**src/u16u8_pkg.sv**
```systemverilog
// ----------------------------------------------------------------------------
// UTF-16 to UTF-8 encoder package
// Shared types, constants and the byte selection function.
// ----------------------------------------------------------------------------
package u16u8_pkg;

  localparam int QDepth = 2;
  localparam int QCntW  = $clog2(QDepth + 1);

  localparam logic [5:0]  HiSurrTag = 6'b110110;
  localparam logic [5:0]  LoSurrTag = 6'b110111;
  localparam logic [20:0] SuppBase  = 21'h10000;

  // Sequence length minus one.
  typedef enum logic [1:0] {
    LEN_1 = 2'd0,
    LEN_2 = 2'd1,
    LEN_3 = 2'd2,
    LEN_4 = 2'd3
  } seq_len_t;

  typedef struct packed {
    logic [20:0] cp;
    seq_len_t    len;
  } cp_entry_t;

  typedef struct packed {
    logic [QCntW-1:0] count;
    logic             empty;
    logic             full;
  } q_status_t;

  // Byte number idx of the UTF-8 sequence for one code point.
  function automatic logic [7:0] byte_at(cp_entry_t e, logic [1:0] idx);
    logic [7:0] b;
    b = 8'h00;
    unique case (e.len)
      LEN_1: b = {1'b0, e.cp[6:0]};
      LEN_2: begin
        case (idx)
          2'd0:    b = {3'b110, e.cp[10:6]};
          default: b = {2'b10, e.cp[5:0]};
        endcase
      end
      LEN_3: begin
        case (idx)
          2'd0:    b = {4'b1110, e.cp[15:12]};
          2'd1:    b = {2'b10, e.cp[11:6]};
          default: b = {2'b10, e.cp[5:0]};
        endcase
      end
      LEN_4: begin
        case (idx)
          2'd0:    b = {5'b11110, e.cp[20:18]};
          2'd1:    b = {2'b10, e.cp[17:12]};
          2'd2:    b = {2'b10, e.cp[11:6]};
          default: b = {2'b10, e.cp[5:0]};
        endcase
      end
      default: b = 8'h00;
    endcase
    return b;
  endfunction

endpackage

```
**src/utf16_to_utf8_encoder_core.sv**
```systemverilog
// ----------------------------------------------------------------------------
// UTF-16 to UTF-8 encoder core
// Converts UTF-16 code units into UTF-8 bytes, last byte of each sequence marked.
//
//   Channel  Handshake     Payload
//   input    push / full   code_unit[15:0], start_of_string
//   output   pop / empty   out_byte[7:0], last_byte
//
// The byte serializer emits one byte per cycle while the output is popped, so a word
// gives 1 to 3 bytes (4 for a surrogate pair); a held high surrogate gives no byte.
// A word is written into the queue and its first byte then into the output register.
// A two-entry code point queue lets the front keep accepting while output stalls.
// Synchronous reset empties the queue and the output and clears the held surrogate.
// ----------------------------------------------------------------------------
module utf16_to_utf8_encoder_core (
  input  logic        clk,
  input  logic        rst,
  input  logic        push,
  output logic        full,
  input  logic [15:0] code_unit,
  input  logic        start_of_string,
  input  logic        pop,
  output logic        empty,
  output logic [7:0]  out_byte,
  output logic        last_byte
);
  import u16u8_pkg::*;

  logic      q_wr;
  logic      q_rd;
  cp_entry_t q_wdata;
  cp_entry_t q_rdata;
  q_status_t q_stat;

  assign full = q_stat.full;

  u16u8_front u_front (
    .clk             (clk),
    .rst             (rst),
    .push            (push),
    .code_unit       (code_unit),
    .start_of_string (start_of_string),
    .q_full          (q_stat.full),
    .q_wr            (q_wr),
    .q_wdata         (q_wdata)
  );

  u16u8_queue u_queue (
    .clk    (clk),
    .rst    (rst),
    .wr     (q_wr),
    .wdata  (q_wdata),
    .rd     (q_rd),
    .rdata  (q_rdata),
    .status (q_stat)
  );

  u16u8_back u_back (
    .clk       (clk),
    .rst       (rst),
    .q_rdata   (q_rdata),
    .q_empty   (q_stat.empty),
    .q_rd      (q_rd),
    .pop       (pop),
    .empty     (empty),
    .out_byte  (out_byte),
    .last_byte (last_byte)
  );

  a_hi_no_write: assert property (@(posedge clk) disable iff (rst)
    (push && !full && code_unit[15:10] == HiSurrTag) |-> !q_wr)
    else $error("high surrogate wrote a code point");

  a_rd_nonempty: assert property (@(posedge clk) disable iff (rst)
    q_rd |-> !q_stat.empty)
    else $error("queue read while empty");

  a_count_range: assert property (@(posedge clk) disable iff (rst)
    q_stat.count <= QCntW'(QDepth))
    else $error("queue count out of range");

  a_write_grows: assert property (@(posedge clk) disable iff (rst)
    (q_wr && !q_stat.full && !q_rd) |=> (q_stat.count == $past(q_stat.count) + 1'b1))
    else $error("queue count did not grow on write");

endmodule

```
**src/u16u8_front.sv**
```systemverilog
// ----------------------------------------------------------------------------
// UTF-16 to UTF-8 encoder front end
// Accepts code units, pairs surrogates and queues code points with lengths.
// ----------------------------------------------------------------------------
module u16u8_front (
  input  logic                  clk,
  input  logic                  rst,
  input  logic                  push,
  input  logic [15:0]           code_unit,
  input  logic                  start_of_string,
  input  logic                  q_full,
  output logic                  q_wr,
  output u16u8_pkg::cp_entry_t  q_wdata
);
  import u16u8_pkg::*;

  logic       surrogate_pending;
  logic [9:0] high_bits;
  logic       accept;
  logic       is_hi;
  logic       is_lo;
  logic       pair;

  assign accept = push && !q_full;
  assign is_hi  = (code_unit[15:10] == HiSurrTag);
  assign is_lo  = (code_unit[15:10] == LoSurrTag);
  // The start flag drops any held high surrogate before this word is looked at.
  assign pair   = surrogate_pending && !start_of_string && is_lo;

  always_comb begin
    q_wdata.cp  = {5'd0, code_unit};
    q_wdata.len = LEN_3;
    if (pair) begin
      q_wdata.cp  = SuppBase + {1'b0, high_bits, code_unit[9:0]};
      q_wdata.len = LEN_4;
    end else if (code_unit[15:7] == 9'd0) begin
      q_wdata.len = LEN_1;
    end else if (code_unit[15:11] == 5'd0) begin
      q_wdata.len = LEN_2;
    end
  end

  assign q_wr = accept && !is_hi;

  always_ff @(posedge clk) begin
    if (rst) begin
      surrogate_pending <= 1'b0;
      high_bits         <= 10'd0;
    end else if (accept) begin
      if (is_hi) begin
        surrogate_pending <= 1'b1;
        high_bits         <= code_unit[9:0];
      end else begin
        surrogate_pending <= 1'b0;
      end
    end
  end

endmodule

```
**src/u16u8_queue.sv**
```systemverilog
// ----------------------------------------------------------------------------
// UTF-16 to UTF-8 encoder code point queue
// Short register queue between front end and byte serializer.
// ----------------------------------------------------------------------------
module u16u8_queue (
  input  logic                  clk,
  input  logic                  rst,
  input  logic                  wr,
  input  u16u8_pkg::cp_entry_t  wdata,
  input  logic                  rd,
  output u16u8_pkg::cp_entry_t  rdata,
  output u16u8_pkg::q_status_t  status
);
  import u16u8_pkg::*;

  localparam int PtrW = (QDepth > 1) ? $clog2(QDepth) : 1;

  cp_entry_t        mem [QDepth];
  logic [PtrW-1:0]  wptr;
  logic [PtrW-1:0]  rptr;
  logic [QCntW-1:0] count;
  logic             do_wr;
  logic             do_rd;

  assign status.count = count;
  assign status.empty = (count == '0);
  assign status.full  = (count == QCntW'(QDepth));
  assign do_wr = wr && !status.full;
  assign do_rd = rd && !status.empty;
  assign rdata = mem[rptr];

  always_ff @(posedge clk) begin
    if (do_wr) begin
      mem[wptr] <= wdata;
    end
  end

  always_ff @(posedge clk) begin
    if (rst) begin
      wptr  <= '0;
      rptr  <= '0;
      count <= '0;
    end else begin
      if (do_wr) begin
        wptr <= (wptr == PtrW'(QDepth - 1)) ? '0 : wptr + 1'b1;
      end
      if (do_rd) begin
        rptr <= (rptr == PtrW'(QDepth - 1)) ? '0 : rptr + 1'b1;
      end
      if (do_wr && !do_rd) begin
        count <= count + 1'b1;
      end else if (do_rd && !do_wr) begin
        count <= count - 1'b1;
      end
    end
  end

endmodule

```
**src/u16u8_back.sv**
```systemverilog
// ----------------------------------------------------------------------------
// UTF-16 to UTF-8 encoder byte serializer
// Walks the queued code point one byte per cycle, while the output is popped or empty, into an output register.
// ----------------------------------------------------------------------------
module u16u8_back (
  input  logic                  clk,
  input  logic                  rst,
  input  u16u8_pkg::cp_entry_t  q_rdata,
  input  logic                  q_empty,
  output logic                  q_rd,
  input  logic                  pop,
  output logic                  empty,
  output logic [7:0]            out_byte,
  output logic                  last_byte
);
  import u16u8_pkg::*;

  logic       out_valid;
  logic [1:0] idx;
  logic       load;
  logic       at_end;

  assign load   = !q_empty && (!out_valid || pop);
  assign at_end = (idx == q_rdata.len);
  assign q_rd   = load && at_end;
  assign empty  = !out_valid;

  always_ff @(posedge clk) begin
    if (load) begin
      out_byte  <= byte_at(q_rdata, idx);
      last_byte <= at_end;
    end
  end

  always_ff @(posedge clk) begin
    if (rst) begin
      out_valid <= 1'b0;
      idx       <= 2'd0;
    end else begin
      if (load) begin
        out_valid <= 1'b1;
        idx       <= at_end ? 2'd0 : idx + 2'd1;
      end else if (pop) begin
        out_valid <= 1'b0;
      end
    end
  end

endmodule
```
**config.mk**
```make
export PLATFORM = sky130hd
export DESIGN_NAME = utf16_to_utf8_encoder_core
export DESIGN_NICKNAME = d
export VERILOG_FILES = /design/src/u16u8_pkg.sv /design/src/utf16_to_utf8_encoder_core.sv /design/src/u16u8_front.sv /design/src/u16u8_queue.sv /design/src/u16u8_back.sv
export SDC_FILE = /design/constraint.sdc
export NUM_CORES = 1
export LEC_CHECK = 0
export BUFFER_PORTS_ARGS = -buffer_cell sky130_fd_sc_hd__buf_2
export CORE_MARGIN = 2
export CORE_UTILIZATION = 35
export CTS_CLUSTER_DIAMETER = 200
export DETAILED_ROUTE_END_ITERATION = 16
export PLACE_DENSITY_LB_ADDON = 0.1
export SKIP_LAST_GASP = 1
export SYNTH_ARGS = -nofsm -noshare
export SYNTH_HDL_FRONTEND = slang
export SYNTH_SLANG_ARGS = --single-unit
export TNS_END_PERCENT = 1
```
**constraint.sdc**
```tcl
create_clock -name clk -period 3.3 [get_ports clk]
set_input_delay 0.165 -clock clk [delete_from_list [all_inputs] [get_ports clk]]
set_output_delay 0.165 -clock clk [all_outputs]
set_load 0.02 [all_outputs]
```
==> impl_metrics.csv <==
group,metric,value,unit
outcome,status,"completed",
route,detailedRoute.firstPassIterationCount,4,
layout,final-instance-count-excl-fill,452,
global_route,pin_count_of_the_biggest_net_entering_global_routing,24,
floorplanning,die_h,104.4,µm
layout,proportion_of_layout_cells_with_a_drive_suffix_above_1,25.08,%
synth,synth_nets,308,
timing,slew_at_the_pin_closest_to_its_max_slew_limit,0.8351,ns
route,drt-vias-per-instance,5.228,
critical_path,critPathCaptureType,"flop",
clock_network,cts_max_path_buffers,2,
placed_design,weighted_congestion_reported_at_the_end_of_routability_driven_placement,0.8406,
synth,synth.most_common_cell,"sky130_fd_sc_hd__edfxtp_1",
clock_network,clock_buffers_created_by_tritoncts,9,
synth,synth-seq-area-share,57.61,%
global_route,grt_first_pass_wirelength,12760,µm
global_route,first_global_vias,2244,
synth,synth.top_cells.by_count,"sky130_fd_sc_hd__edfxtp_1 (55), sky130_fd_sc_hd__nor2_1 (22), sky130_fd_sc_hd__a21oi_1 (20), sky130_fd_sc_hd__mux2_2 (20), sky130_fd_sc_hd__dfxtp_1 (19)",
floorplanning,die_area,10900,µm²
synth,synth.lib_cells_used.distinct,53,
clock_network,clock_tree.root_cell,"sky130_fd_sc_hd__clkbuf_8",
clock_network,worstSkewPairLatency,0.35,ns
timing,finalSetupTns,0,ns
floorplanning,core,9774,µm²
synth,yosys-top-cells-area,"sky130_fd_sc_hd__edfxtp_1 (47%), sky130_fd_sc_hd__dfxtp_1 (11%), sky130_fd_sc_hd__mux2_2 (6.4%)",
route,detail_route.iter0.violations,128,
synth,synth_top_area_share,46.83,%
floorplanning,die_w,104.4,µm
power_and_ir_drop,p_per_area,723.4,nW/µm²
floorplanning,initial_utilization,36.09,%
layout,insertedDiodeCount,0,
power_and_ir_drop,peakVddDrop,239.3,µV
route,detail_route.drc_violations,0,
synth,number_of_register_bits_inferred_by_synthesis,74,
timing,final.min_clock_period,2.394,ns
critical_path,crit_type,"reg -> reg",
synth,postSynth.topFlopCell,"sky130_fd_sc_hd__edfxtp_1",
floorplanning,top_level_ports,32,
critical_path,cp_data_arrival_time,2.68,ns
timing,finalSetupViolations,0,
clock_network,cts.sinks,74,
layout,final_net_count,343,
synth,synth.cell_area,3527,µm²
timing,final.setup_skew,0.004439,ns
global_route,number_of_antenna_violations_at_the_first_check_in_global_routing,0,
placed_design,place_inst,435,
route,topRoutingLayerUsed,"met4",
critical_path,worst-r2r-setup-slack,0.91,ns
synth,syn_inst,279,
route,avgRoutedWirePerCell,17.66,µm
clock_network,cts.clk_slew.worst_paths,0.08,ns
placed_design,placement.io_buffers,31,
synth,syn_avg_cell_area,12.64,µm²
route,ant_nets,0,
floorplanning,fp-row-count,36,
synth,asyncSetResetFlopFracSynth,0,%
timing,rsz_0062_raised_after_global_routing,"false",
route,route.layer.met1.wl,3718,µm
global_route,gr-usage-all-layers,15.73,%
timing,maxSlewHeadroom,44.16,%
flow_run,drv_cap,0,
route,routed-wl-met2,3512,µm
critical_path,critical_path.max_fanout,13,
synth,synthDominantAreaCellType,"sky130_fd_sc_hd__edfxtp_1",
synth,yosysWarningCount,0,
timing,slew_violations,0,
timing,min_period_over_period,72.53,%
critical_path,worst-endpoint-required,3.58,ns
route,routed_wirelength,7981,µm
global_route,residual_overflow_from_global_routing,0,
min_path,min-delay-path-class,"in -> reg",
synth,synth_enable_flop_cells,55,
route,total_via_count_in_the_routed_design,2363,
critical_path,startpoint_type,"flop",
clock_network,postCtsSetupBuffers,0,
power_and_ir_drop,power.leakage,1.478,nW
timing,achievable-frequency,417.8,MHz
placed_design,dp.final_hpwl,5757,µm
clock_network,htree_levels,3,
route,detailroute.wirelength.met3,628,µm
timing,finalHoldViolations,0,
layout,syn_to_final_growth,13.52,%
clock_network,post_cts_resize_count,0,
clock_network,cts_tree,"done",
## power breakdown
group	switching [mW]	total, mW	internal [mW]	leakage (nW)
registers	0.0783	1.29	1.21	0.668
logic	0.575	0.917	0.342	0.722
clock network	0.347	0.693	0.346	0.0873
## cells in the final DEF (no fill, tap or decap), types with 3 or more instances in the layout
cell                         count
sky130_fd_sc_hd__nor2_1         21
sky130_fd_sc_hd__inv_1          11
sky130_fd_sc_hd__clkinvlp_4      4
sky130_fd_sc_hd__nand2_1        14
sky130_fd_sc_hd__a21oi_1        20
sky130_fd_sc_hd__buf_4           4
sky130_fd_sc_hd__dfxtp_1        19
sky130_fd_sc_hd__nand2b_1        3
sky130_fd_sc_hd__a22oi_1         5
sky130_fd_sc_hd__buf_2          31
sky130_fd_sc_hd__clkbuf_8        9
sky130_fd_sc_hd__mux2i_1        18
sky130_fd_sc_hd__nand3_1         6
sky130_fd_sc_hd__ha_1            8
sky130_fd_sc_hd__a221oi_1        8
sky130_fd_sc_hd__mux2_2         20
sky130_fd_sc_hd__xor2_1          4
sky130_fd_sc_hd__edfxtp_1       55
sky130_fd_sc_hd__xnor2_1         3
sky130_fd_sc_hd__o21ai_0         5
sky130_fd_sc_hd__a211o_1         3
## final cells by class
class                      instances  area (µm²)
sequential                        74        2032
inverter                          12       45.04
timing repair buffer              36       195.2
multi-input combinational        181        1371
clock inverter                     7       70.07
clock buffer                       9       123.9
tap                              133       166.4
fill                             959        5771
## flip-flops by register name, indices dropped and copies added, names as in the netlist, named ones only
signal	cells
u_queue.wptr	1
u_back.last_byte	1
u_back.out_byte	8
u_back.out_valid	1
u_queue.rptr	1
u_front.high_bits	10
u_front.surrogate_pending	1
u_queue.count	2
u_back.idx	2
u_queue.mem	46
## what timing repair did
item                                    in CTS  in global routing
hold buffers                                 1                  0
endpoints found under the setup margin       0                  0
endpoints found under the hold margin        2                  0
## kinds of logic after synthesis
group / synth area share (%)
AO/OA/AOI/OAI: 12.10
XOR/XNOR: 1.738
adder cells (fa/ha/maj): 2.838
buffers and inverters: 3.583
flip-flops: 57.61
multiplexers: 13.59
AND/OR/NAND/NOR: 8.550
## layer usage
layer	GRT usage, %	vias to the layer above
li1	-	1130
met1	22.71	1132
met2	22.32	90
met3	4.386	11
met4	5.888	0
met5	0	-
## critical path, cell delays in order, from the launching register on
cell	delay (ns)
sky130_fd_sc_hd__dfxtp_1	0.39
sky130_fd_sc_hd__o21ai_0	0.60
sky130_fd_sc_hd__inv_1	0.40
sky130_fd_sc_hd__nand2_1	0.15
sky130_fd_sc_hd__ha_1	0.26
sky130_fd_sc_hd__or3_1	0.38
sky130_fd_sc_hd__a21oi_1	0.14
## final timing paths
path	startpoint	endpoint	cells past startpoint
hold / removal	code_unit[6]	u_queue.mem[0][8]	1
hold reg to reg	u_front.surrogate_pending	u_front.surrogate_pending	2
setup / recovery	u_queue.count[0]	u_queue.count[1]	6
setup reg to reg	u_queue.count[0]	u_queue.count[1]	6
## per-stage QoR
step / hold WS [ns] / utilization (%) / total power [mW] / cell area [µm²] / setup slack [ns]
floorplan: 0.2639 / - / 1.956 / 3527 / 1.107
global placement: 0.3769 / 38.88 / 2.218 / 3800 / 0.8928
detailed placement: 0.3813 / 38.88 / 2.221 / 3800 / 0.8891
CTS: 0.007236 / 40.96 / 2.926 / 4004 / 0.8841
global route: 0.004592 / 40.96 / 3.078 / 4004 / 0.6853
finish: 0.02736 / 40.96 / 2.896 / 4004 / 0.9065
No activity file was read; power rests on OpenSTA's default activity.
